==> config.mk <==
export PLATFORM = sky130hd
export DESIGN_NAME = dict_record_walker_top_flat
export DESIGN_NICKNAME = d
export VERILOG_FILES = /design/src/hw/rtl/drw_pkg.sv /design/src/hw/rtl/drw_if.sv /design/src/hw/rtl/drw_mul.sv /design/src/hw/rtl/dict_record_walker_top.sv /design/src/flat_wrapper.sv
export SDC_FILE = /design/constraint.sdc
export NUM_CORES = 1
export LEC_CHECK = 0
export BUFFER_PORTS_ARGS = -buffer_cell sky130_fd_sc_hd__buf_2
export CAP_MARGIN = 5
export CORE_UTILIZATION = 46
export DETAILED_ROUTE_END_ITERATION = 8
export MAX_ROUTING_LAYER = met4
export PLACE_DENSITY = 0.69
export SLEW_MARGIN = 10
export SYNTH_ARGS = -nofsm -noshare
export SYNTH_HDL_FRONTEND = slang
export SYNTH_HIERARCHICAL = 1
export SYNTH_SLANG_ARGS = --single-unit
==> constraint.sdc <==
create_clock -name clk_i -period 11.25 [get_ports clk_i]
set_clock_uncertainty 0.1 [all_clocks]
set_input_delay 2.25 -clock clk_i [delete_from_list [all_inputs] [get_ports clk_i]]
set_output_delay 2.25 -clock clk_i [all_outputs]
set_load 0.005 [all_outputs]
==> src/hw/rtl/drw_pkg.sv <==
// Shared types and constants for the dictionary record walker.
// No dependencies; drw_mul, the top level and the testbench import this package.
package drw_pkg;

  // Default width of the character-count field that opens each record
  localparam int unsigned CountFieldBytesDef = 1;

  localparam int unsigned CfgIdxW  = 3;
  localparam int unsigned CfgDataW = 3;

  localparam int unsigned MulAW   = 16;  // multiplicand: char count or word total
  localparam int unsigned MulBW   = 12;  // multiplier: bytes per char or entry size
  localparam int unsigned MulPW   = MulAW + MulBW;
  localparam int unsigned AccW    = 32;

  // Configuration register indexes
  typedef enum logic [CfgIdxW-1:0] {
    CFG_FIRST_LEN       = 3'd0,
    CFG_SECOND_LEN      = 3'd1,
    CFG_FIRST_KEY_CHAR  = 3'd2,
    CFG_SECOND_KEY_CHAR = 3'd3,
    CFG_COUNT_FIELD     = 3'd4,
    CFG_WORD_CHAR       = 3'd5,
    CFG_TONE_CHAR       = 3'd6,
    CFG_FREQ            = 3'd7
  } cfg_idx_e;

  // Reset values of the configuration registers
  localparam logic [CfgDataW-1:0] FirstLenRst      = 3'd1;
  localparam logic [CfgDataW-1:0] SecondLenRst     = 3'd1;
  localparam logic [CfgDataW-1:0] FirstKeyCharRst  = 3'd1;
  localparam logic [CfgDataW-1:0] SecondKeyCharRst = 3'd1;
  localparam logic [CfgDataW-1:0] CountFieldRst    = 3'd2;
  localparam logic [CfgDataW-1:0] WordCharRst      = 3'd2;
  localparam logic [CfgDataW-1:0] ToneCharRst      = 3'd0;
  localparam logic [CfgDataW-1:0] FreqRst          = 3'd2;

  // Parse phase of the current record
  typedef enum logic [1:0] {
    PH_HEAD  = 2'd0,
    PH_COUNT = 2'd1,
    PH_BODY  = 2'd2
  } phase_e;

  // Sequencer state
  typedef enum logic [1:0] {
    ST_IDLE  = 2'd0,
    ST_ENTRY = 2'd1,
    ST_REM   = 2'd2
  } seq_state_e;

  typedef struct packed {
    logic             start;
    logic [MulAW-1:0] mcand;
    logic [MulBW-1:0] mplier;
    logic [AccW-1:0]  addend;
  } mul_cmd_t;

  typedef struct packed {
    logic            busy;
    logic [AccW-1:0] result;
  } mul_sts_t;

  typedef struct packed {
    logic [31:0] record_offset;
    logic [7:0]  char_count;
    logic [7:0]  first_key_len;
    logic [7:0]  second_key_len;
    logic [15:0] word_total;
    logic [31:0] record_length;
    logic        truncated;
    logic        region_done;
  } rec_t;

endpackage

==> src/hw/rtl/drw_if.sv <==
// Handshake channels of the dictionary record walker: byte input and record output.
// No dependencies.
interface drw_in_if;
  logic       valid;
  logic       ready;
  logic [7:0] data_byte;
  logic       end_of_region;

  modport source (output valid, output data_byte, output end_of_region, input ready);
  modport sink   (input valid, input data_byte, input end_of_region, output ready);
endinterface

interface drw_out_if;
  logic        valid;
  logic        ready;
  logic [31:0] record_offset;
  logic [7:0]  char_count;
  logic [7:0]  first_key_len;
  logic [7:0]  second_key_len;
  logic [15:0] word_total;
  logic [31:0] record_length;
  logic        truncated;
  logic        region_done;

  modport source (output valid, output record_offset, output char_count,
                  output first_key_len, output second_key_len, output word_total,
                  output record_length, output truncated, output region_done,
                  input ready);
  modport sink   (input valid, input record_offset, input char_count,
                  input first_key_len, input second_key_len, input word_total,
                  input record_length, input truncated, input region_done,
                  output ready);
endinterface

==> src/hw/rtl/drw_mul.sv <==
// Shared shift-add multiply-accumulate unit, one multiplier bit per cycle.
// Depends on drw_pkg.
module drw_mul import drw_pkg::*; (
  input  logic     clk_i,
  input  logic     rst_ni,
  input  mul_cmd_t cmd_i,
  output mul_sts_t sts_o
);

  logic [MulPW-1:0] mcand_q;
  logic [MulBW-1:0] mplier_q;
  logic [AccW-1:0]  acc_q;

  always_ff @(posedge clk_i or negedge rst_ni) begin
    if (!rst_ni) begin
      mplier_q <= '0;
    end else if (cmd_i.start) begin
      mplier_q <= cmd_i.mplier;
    end else if (mplier_q != '0) begin
      mplier_q <= mplier_q >> 1;
    end
  end

  always_ff @(posedge clk_i) begin
    if (cmd_i.start) begin
      mcand_q <= MulPW'(cmd_i.mcand);
      acc_q   <= cmd_i.addend;
    end else if (mplier_q != '0) begin
      if (mplier_q[0]) begin
        acc_q <= acc_q + AccW'(mcand_q);
      end
      mcand_q <= mcand_q << 1;
    end
  end

  // Stop as soon as no multiplier bits remain
  assign sts_o.busy   = (mplier_q != '0);
  assign sts_o.result = acc_q;

endmodule

==> src/hw/rtl/dict_record_walker_top.sv <==
// Top level of the dictionary record walker: byte parser, sequencer and output register.
// Depends on drw_pkg, drw_if (drw_in_if, drw_out_if) and drw_mul.
//
// The walker takes the record region of a binary dictionary one byte per word on in_i
// and returns one word on out_o for each record it frames: start offset, character
// count, both key-length bytes, word total and record length, with truncated set when
// the region (marked by end_of_region on its last byte) ends inside a record. Header,
// key and body bytes are taken at one byte per cycle while the output register is free.
// The byte that completes the 16-bit word total starts the body-length computation,
// (word+tone bytes)*chars+freq and then total*entry, on a shared shift-add unit that
// retires one multiplier bit per cycle; input ready stays low for that time, once per
// record, while the sequencer hands each product on in ST_ENTRY and then ST_REM. A word
// waiting in the output register holds input ready low until the receiver takes it.
// Layout registers are written through cfg_we_i/cfg_idx_i/cfg_data_i; the user must
// write them only while the block is idle, which the block itself does not enforce.
module dict_record_walker_top import drw_pkg::*; #(
  parameter int unsigned COUNT_FIELD_BYTES = CountFieldBytesDef
) (
  input  logic                clk_i,
  input  logic                rst_ni,
  drw_in_if.sink              in_i,
  drw_out_if.source           out_o,
  input  logic                cfg_we_i,
  input  logic [CfgIdxW-1:0]  cfg_idx_i,
  input  logic [CfgDataW-1:0] cfg_data_i
);

  // Offset of the first key-length byte inside a record
  localparam logic [15:0] Off1 = 16'(COUNT_FIELD_BYTES);

  // Layout registers
  logic [CfgDataW-1:0] flb_q, slb_q, fkc_q, skc_q, cfb_q, wcb_q, tcb_q, fb_q;

  always_ff @(posedge clk_i or negedge rst_ni) begin
    if (!rst_ni) begin
      flb_q <= FirstLenRst;
      slb_q <= SecondLenRst;
      fkc_q <= FirstKeyCharRst;
      skc_q <= SecondKeyCharRst;
      cfb_q <= CountFieldRst;
      wcb_q <= WordCharRst;
      tcb_q <= ToneCharRst;
      fb_q  <= FreqRst;
    end else if (cfg_we_i) begin
      unique case (cfg_idx_e'(cfg_idx_i))
        CFG_FIRST_LEN:       flb_q <= cfg_data_i;
        CFG_SECOND_LEN:      slb_q <= cfg_data_i;
        CFG_FIRST_KEY_CHAR:  fkc_q <= cfg_data_i;
        CFG_SECOND_KEY_CHAR: skc_q <= cfg_data_i;
        CFG_COUNT_FIELD:     cfb_q <= cfg_data_i;
        CFG_WORD_CHAR:       wcb_q <= cfg_data_i;
        CFG_TONE_CHAR:       tcb_q <= cfg_data_i;
        CFG_FREQ:            fb_q  <= cfg_data_i;
        default:             flb_q <= flb_q;
      endcase
    end
  end

  // Walk state
  seq_state_e  state_q, state_d;
  phase_e      phase_q, phase_d;
  logic [31:0] pos_q, pos_d, start_q, start_d, skip_q, skip_d;
  logic [7:0]  cc_q, cc_d, fl_q, fl_d, sl_q, sl_d;
  logic [15:0] wt_q, wt_d;
  logic [31:0] rel_q, rel_d;
  logic        eor_q, eor_d;

  // Output register
  rec_t        out_q, rec;
  logic        out_vld_q;
  logic        out_free, in_rdy, accept, emit, done_c, clear;

  mul_cmd_t    mul_cmd;
  mul_sts_t    mul_sts;

  // Header decode
  logic [31:0] rel;
  logic [7:0]  cc_n, fl_n, sl_n;
  logic [15:0] off2, addr;
  logic [8:0]  sum1, sum2;
  logic [11:0] prod1, prod2;
  logic        hit;
  logic [31:0] skip_n;
  logic [2:0]  cfb_adj;

  drw_mul u_mul (
    .clk_i  (clk_i),
    .rst_ni (rst_ni),
    .cmd_i  (mul_cmd),
    .sts_o  (mul_sts)
  );

  assign out_free = !out_vld_q || out_o.ready;
  assign in_rdy   = (state_q == ST_IDLE) && out_free;
  assign accept   = in_i.valid && in_rdy;
  assign in_i.ready = in_rdy;

  // Position inside the record and the fields as they stand after this byte
  always_comb begin
    rel   = pos_q - start_q;
    cc_n  = (rel == 32'd0) ? in_i.data_byte : cc_q;
    fl_n  = (rel == 32'(Off1)) ? in_i.data_byte : fl_q;
    off2  = Off1 + ((slb_q != '0) ? 16'(flb_q) : 16'd0);
    sl_n  = (rel == 32'(off2)) ? in_i.data_byte : sl_q;
    sum1  = 9'(fl_n) + 9'(cc_n);
    sum2  = 9'(sl_n) + 9'(cc_n);
    prod1 = 12'(fkc_q) * 12'(sum1);
    prod2 = 12'(skc_q) * 12'(sum2);
    addr  = Off1 + 16'(flb_q) + 16'(slb_q) + 16'(prod1) + 16'(prod2);
    hit   = (rel >= 32'(off2)) && (rel == 32'(addr));
    skip_n  = (skip_q != 32'd0) ? skip_q - 32'd1 : 32'd0;
    // The word total always takes two bytes; the rest of the field is skipped
    cfb_adj = (cfb_q < 3'd2) ? 3'd0 : cfb_q - 3'd2;
  end

  // Sequencer: next state, walk state and result
  always_comb begin
    state_d = state_q;
    phase_d = phase_q;
    pos_d   = pos_q;
    start_d = start_q;
    skip_d  = skip_q;
    cc_d    = cc_q;
    fl_d    = fl_q;
    sl_d    = sl_q;
    wt_d    = wt_q;
    rel_d   = rel_q;
    eor_d   = eor_q;
    mul_cmd = '0;
    emit    = 1'b0;
    done_c  = 1'b0;
    rec     = '0;

    unique case (state_q)
      ST_IDLE: begin
        if (accept) begin
          pos_d = in_i.end_of_region ? 32'd0 : pos_q + 32'd1;
          unique case (phase_q)
            PH_HEAD: begin
              cc_d = cc_n;
              fl_d = fl_n;
              sl_d = sl_n;
              if (hit) begin
                wt_d    = {8'd0, in_i.data_byte};
                phase_d = PH_COUNT;
              end
              emit = in_i.end_of_region;
            end
            PH_COUNT: begin
              // High byte of the word total: start the entry size multiply
              wt_d           = {in_i.data_byte, wt_q[7:0]};
              rel_d          = rel;
              eor_d          = in_i.end_of_region;
              state_d        = ST_ENTRY;
              mul_cmd.start  = 1'b1;
              mul_cmd.mcand  = MulAW'(cc_q);
              mul_cmd.mplier = MulBW'(wcb_q) + MulBW'(tcb_q);
              mul_cmd.addend = AccW'(fb_q);
            end
            PH_BODY: begin
              skip_d = skip_n;
              done_c = (skip_n == 32'd0);
              emit   = done_c || in_i.end_of_region;
            end
            default: phase_d = PH_HEAD;
          endcase
          rec.record_offset  = start_q;
          rec.char_count     = cc_d;
          rec.first_key_len  = fl_d;
          rec.second_key_len = sl_d;
          rec.word_total     = wt_d;
          rec.record_length  = rel + 32'd1;
          rec.truncated      = !done_c;
          rec.region_done    = in_i.end_of_region;
          if (emit) begin
            start_d = in_i.end_of_region ? 32'd0 : pos_q + 32'd1;
          end
        end
      end
      ST_ENTRY: begin
        // Entry size ready: multiply by the word total
        if (!mul_sts.busy) begin
          mul_cmd.start  = 1'b1;
          mul_cmd.mcand  = wt_q;
          mul_cmd.mplier = mul_sts.result[MulBW-1:0];
          mul_cmd.addend = AccW'(cfb_adj);
          state_d        = ST_REM;
        end
      end
      ST_REM: begin
        // Body length ready: close an empty body or an ended region at once, else start skipping
        if (!mul_sts.busy && out_free) begin
          state_d = ST_IDLE;
          done_c  = (mul_sts.result == 32'd0);
          emit    = done_c || eor_q;
          if (!done_c) begin
            skip_d  = mul_sts.result;
            phase_d = PH_BODY;
          end
          rec.record_offset  = start_q;
          rec.char_count     = cc_q;
          rec.first_key_len  = fl_q;
          rec.second_key_len = sl_q;
          rec.word_total     = wt_q;
          rec.record_length  = rel_q + 32'd1;
          rec.truncated      = !done_c;
          rec.region_done    = eor_q;
          if (emit) begin
            start_d = eor_q ? 32'd0 : pos_q;
          end
        end
      end
      default: state_d = ST_IDLE;
    endcase

    // Drop the record state once it has been reported
    clear = emit;
    if (clear) begin
      phase_d = PH_HEAD;
      cc_d    = '0;
      fl_d    = '0;
      sl_d    = '0;
      wt_d    = '0;
      skip_d  = '0;
    end
  end

  always_ff @(posedge clk_i or negedge rst_ni) begin
    if (!rst_ni) begin
      state_q <= ST_IDLE;
      phase_q <= PH_HEAD;
      pos_q   <= '0;
      start_q <= '0;
      skip_q  <= '0;
      cc_q    <= '0;
      fl_q    <= '0;
      sl_q    <= '0;
      wt_q    <= '0;
    end else begin
      state_q <= state_d;
      phase_q <= phase_d;
      pos_q   <= pos_d;
      start_q <= start_d;
      skip_q  <= skip_d;
      cc_q    <= cc_d;
      fl_q    <= fl_d;
      sl_q    <= sl_d;
      wt_q    <= wt_d;
    end
  end

  // Hold the offset and region end of the byte that finished the word total
  always_ff @(posedge clk_i) begin
    rel_q <= rel_d;
    eor_q <= eor_d;
  end

  // Output register: load a new word when the slot is free, drop it when taken
  always_ff @(posedge clk_i or negedge rst_ni) begin
    if (!rst_ni) begin
      out_vld_q <= 1'b0;
    end else if (emit) begin
      out_vld_q <= 1'b1;
    end else if (out_o.ready) begin
      out_vld_q <= 1'b0;
    end
  end

  always_ff @(posedge clk_i) begin
    if (emit) begin
      out_q <= rec;
    end
  end

  assign out_o.valid          = out_vld_q;
  assign out_o.record_offset  = out_q.record_offset;
  assign out_o.char_count     = out_q.char_count;
  assign out_o.first_key_len  = out_q.first_key_len;
  assign out_o.second_key_len = out_q.second_key_len;
  assign out_o.word_total     = out_q.word_total;
  assign out_o.record_length  = out_q.record_length;
  assign out_o.truncated      = out_q.truncated;
  assign out_o.region_done    = out_q.region_done;

endmodule

==> src/flat_wrapper.sv <==
// flat-port wrapper written by rule: the top's interface ports become plain ports
module dict_record_walker_top_flat import drw_pkg::*;
#(
  parameter int unsigned COUNT_FIELD_BYTES = CountFieldBytesDef
)
  (clk_i, rst_ni, cfg_we_i, cfg_idx_i, cfg_data_i, in_i_valid, in_i_data_byte, in_i_end_of_region, in_i_ready, out_o_valid, out_o_record_offset, out_o_char_count, out_o_first_key_len, out_o_second_key_len, out_o_word_total, out_o_record_length, out_o_truncated, out_o_region_done, out_o_ready);
  drw_in_if in_i_i ();
  drw_out_if out_o_i ();
  input  logic clk_i;
  input  logic rst_ni;
  input  logic cfg_we_i;
  input  logic [CfgIdxW-1:0] cfg_idx_i;
  input  logic [CfgDataW-1:0] cfg_data_i;
  input wire logic [$bits(in_i_i.valid)-1:0] in_i_valid;
  input wire logic [$bits(in_i_i.data_byte)-1:0] in_i_data_byte;
  input wire logic [$bits(in_i_i.end_of_region)-1:0] in_i_end_of_region;
  output wire logic [$bits(in_i_i.ready)-1:0] in_i_ready;
  output wire logic [$bits(out_o_i.valid)-1:0] out_o_valid;
  output wire logic [$bits(out_o_i.record_offset)-1:0] out_o_record_offset;
  output wire logic [$bits(out_o_i.char_count)-1:0] out_o_char_count;
  output wire logic [$bits(out_o_i.first_key_len)-1:0] out_o_first_key_len;
  output wire logic [$bits(out_o_i.second_key_len)-1:0] out_o_second_key_len;
  output wire logic [$bits(out_o_i.word_total)-1:0] out_o_word_total;
  output wire logic [$bits(out_o_i.record_length)-1:0] out_o_record_length;
  output wire logic [$bits(out_o_i.truncated)-1:0] out_o_truncated;
  output wire logic [$bits(out_o_i.region_done)-1:0] out_o_region_done;
  input wire logic [$bits(out_o_i.ready)-1:0] out_o_ready;
  assign in_i_i.valid = in_i_valid;
  assign in_i_i.data_byte = in_i_data_byte;
  assign in_i_i.end_of_region = in_i_end_of_region;
  assign in_i_ready = in_i_i.ready;
  assign out_o_valid = out_o_i.valid;
  assign out_o_record_offset = out_o_i.record_offset;
  assign out_o_char_count = out_o_i.char_count;
  assign out_o_first_key_len = out_o_i.first_key_len;
  assign out_o_second_key_len = out_o_i.second_key_len;
  assign out_o_word_total = out_o_i.word_total;
  assign out_o_record_length = out_o_i.record_length;
  assign out_o_truncated = out_o_i.truncated;
  assign out_o_region_done = out_o_i.region_done;
  assign out_o_i.ready = out_o_ready;
  dict_record_walker_top #(.COUNT_FIELD_BYTES(COUNT_FIELD_BYTES)) u_core (.clk_i(clk_i), .rst_ni(rst_ni), .in_i(in_i_i), .out_o(out_o_i), .cfg_we_i(cfg_we_i), .cfg_idx_i(cfg_idx_i), .cfg_data_i(cfg_data_i));
endmodule
==> key figures <==
Place
  • Placed wire-length estimate: 50600 um
  • Placed cell area: 0.0271 mm2
  • Placed cells: 3540
  • Setup WS pre-CTS: -0.290 ns
  • I/O Buffers: 127
  • Placer Congestion: 0.934

STA
  • Final Worst Setup Slack: 0.382 ns
  • Setup Viol. Count Final: 0
  • Minimum clock period: 10.87 ns
  • Final hold slack: 0.405 ns
  • Fin crit share: 0.966
  • Setup TNS: 0 ns
  • Max Slew Vio Count: 0
  • Fmax: 0.0920 GHz
  • Tightest Pin Transition: 1.21 ns
  • Final Hold Violating Endpoints: 0
  • Slew headroom: 0.192

Global route
  • Total congestion overflow: 0
  • Antenna violations before repair: 1
  • All-Layer GR Usage: 0.250
  • Largest net degree at the start of global routing: 200
  • First-pass GRT wire length: 110000 um
  • Vias in the first global route: 20311

Critical path
  • R2r worst-path depth: 41
  • WP data required: 11.62 ns
  • Slowest cell on the critical path: or4_4
  • Kind of critical path: reg -> reg
  • FF-to-FF setup slack: 0.38 ns
  • Crit Path Max Fanout: 11
  • Critical Path Start Type: flop
  • Crit-path max cell delay: 0.60 ns
  • Type of destination of the critical path: flop
  • Crit path top cell by count: fa_1
  • Arr. time, crit path: 11.24 ns

Finish
  • Sequential Area: 0.0103 mm2
  • P&R area growth vs syn: 13.5%
  • Post-route cell area: 0.0289 mm2
  • Post-Layout Cell Count: 3632
  • Layout fillers: 4844
  • Final nets: 3035
  • Share of cells above drive strength 1: 0.153
  • Area occupied by multi-input gates: 0.0145 mm2

Synth
  • Yosys cell types: 97
  • Multiplexer share of the synthesized area: 0.0500
  • Largest family of logic cells by synthesized area: simple AND/OR/NAND/NOR gates
  • Synth Instances: 2728
  • Synth Area in Simple Gates: 0.176
  • Avg Cell Area, Syn: 9.35 um2
  • #FFs+latches synth: 376
  • Ys Warns: 6
  • Ys async rst share: 0.471
  • Synth Area in Adders: 0.0921
  • Post-Syn Area: 0.0255 mm2
  • Post-synthesis xor/xnor area fraction: 0.0683
  • Number of synthesized flops with an enable pin: 187
  • Register area share after synthesis: 0.404
  • Synth Flop Type: edfxtp_1
  • Compound-cell area share of the yosys netlist: 0.166

Status
  • Outcome: finished clean

Clock network
  • CTS tree: built
  • H-tree depth: 2
  • Hold Buf Count CTS: 0
  • CTS sink count: 376
  • Bufs on Longest Clock Path: 3
  • Root Driver: clkbuf_16
  • Worst-path clk slew: 0.06 ns
  • Worst-Skew Late Latency: 0.59 ns
  • Number of CTS-inserted buffers: 43

Floorplan
  • Placeable Area: 0.0543 mm2
  • Num rows: 85
  • Starting Density: 0.469
  • Die Wd: 237 um
  • Die area: 0.0564 mm2
  • Ports: 128
  • Chip Height: 237 um

Job
  • Max_cap viols: 0

Power and ir drop
  • Max IR drop VDD: 206 uV
  • Leakage: 12.1 nW
  • Power Density: 326 mW/mm2

Worst hold path
  • Hold path depth: 1
  • Worst hold path class: reg -> reg

Route
  • Via/cell ratio: 5.81
  • DRC: 0
  • 1st-iter DRT viols: 1720
  • Final WL: 69500 um
  • Routed via count: 21118
  • Drt wl/cell: 19.1 um
  • Routed Antenna Nets: 0
  • Detailed Routing Iterations Pass 1: 7
## sequential cells by signal (all words and copies together), names as in the netlist, 8 cells and up
register,cells
u_core/wt_q,16
u_core/out_o.word_total,16
u_core/u_mul/acc_q,32
u_core/rel_q,32
u_core/out_o.record_offset,32
u_core/cc_q,8
u_core/out_o.char_count,8
u_core/start_q,32
u_core/out_o.first_key_len,8
u_core/sl_q,8
u_core/pos_q,32
u_core/u_mul/mplier_q,12
u_core/skip_q,32
u_core/fl_q,8
u_core/out_o.second_key_len,8
u_core/out_o.record_length,32
u_core/u_mul/mcand_q,28
## final timing paths
| check | from | end |
|---|---|---|
| worst max-delay path | u_core/pos_q[12] | u_core/wt_q[9] |
| worst min-delay path | u_core/u_mul/mplier_q[7] | u_core/u_mul/mplier_q[6] |
| min in group asynchronous | rst_ni | u_core/out_o.valid |
| worst max register to register | u_core/pos_q[12] | u_core/wt_q[9] |
| max in group asynchronous | rst_ni | u_core/pos_q[3] |
| worst min register to register | u_core/u_mul/mplier_q[7] | u_core/u_mul/mplier_q[6] |
## metrics by stage
stage	util	power, mW
2_1_floorplan	-	6.23
3_3_place_gp	0.499	7.63
3_5_place_dp	0.499	7.75
4_1_cts	0.528	9.29
5_1_grt	0.533	10.1
6_report	0.533	9.43
## logic make-up (layout without fill, tap and decap cells)
group | Yosys count | in the layout
AO/OA/AOI/OAI | 658 | 658
XOR/XNOR | 199 | 199
AND/OR/NAND/NOR | 928 | 928
adder cells (fa/ha/maj) | 162 | 162
other | 1 | 31
buffers and inverters | 287 | 422
flip-flops | 376 | 376
multiplexers | 117 | 117
## synthesized netlist by cell type, types with 45 or more instances
cell,number,area [um2]
mux2_2,79,890
nand2_1,303,1140
and2_1,51,319
ha_1,115,1440
xnor2_1,121,1060
a21oi_1,203,1020
dfrtp_1,170,4250
nor3_1,71,355
inv_1,143,537
clkbuf_1,121,454
edfxtp_1,187,5620
nor2_1,213,800
xor2_1,78,683
nand3_1,71,355
o31ai_1,45,338
o21ai_0,121,606
a21o_1,45,338
## cells in the final DEF (no fill, tap or decap), types with 18 or more instances in the layout
master	instances
a22o_1	19
buf_2	126
buf_4	70
a21oi_1	192
ha_1	111
a211oi_1	18
a21o_1	45
mux2i_1	36
edfxtp_1	187
o21ai_0	119
clkbuf_16	44
nor3_1	71
fa_1	44
nand3_1	68
nand4_1	38
and2_1	51
o22ai_1	39
and3_1	24
inv_1	142
xor2_1	78
xnor2_1	121
nand2b_1	26
a22oi_1	31
nor2_1	211
o31ai_1	43
dfrtp_1	169
nor4_1	23
nor2b_1	19
conb_1	29
mux2_2	79
nand2_1	301
a31oi_1	18
## power by group
group	switching [mW]	internal, mW	total (mW)
clock network	0.603	0.869	1.47
registers	0.395	2.19	2.59
logic	3.32	2.05	5.37
total	4.32	5.11	9.43
## layout make-up
| class | count | area share |
|---|---|---|
| Timing Repair Buffer | 199 | 0.0417 |
| Clock buffer | 53 | 0.0406 |
| Tap cell | 739 | 0.0319 |
| Antenna cell | 2 | 0.000173 |
| Clock inverter | 27 | 0.0110 |
| Inverter | 143 | 0.0185 |
| Sequential cell | 376 | 0.356 |
| Multi-Input combinational cell | 2093 | 0.500 |
## critical path, delay by kind of cell (launching register included)
kind / cells / cell delay [ns]
AO/OA/AOI/OAI: 16 / 3.02
XOR/XNOR: 2 / 0.48
adder cells (fa/ha/maj): 7 / 3.11
buffers and inverters: 6 / 0.83
flip-flops: 1 / 0.44
multiplexers: 2 / 0.56
AND/OR/NAND/NOR: 8 / 2.21
## per-layer routing
metal  GRT usage  vias to the layer above  part of all wire  wire [um]
li1            -                    10065                 -          -
met1       0.337                    10196              0.45      31300
met2       0.392                      727              0.46      32100
met3      0.0352                      130             0.060       4150
met4      0.0739                        0             0.028       1930
met5           -                        -                 0          0
## what timing repair did
action,CTS,global route
hold endpoints to repair,0,0
pin swaps,1,17
setup buffers,1,9
endpoints found under the setup margin,34,34
gates resized for setup,11,40
Power figures use the tool's default switching activity.
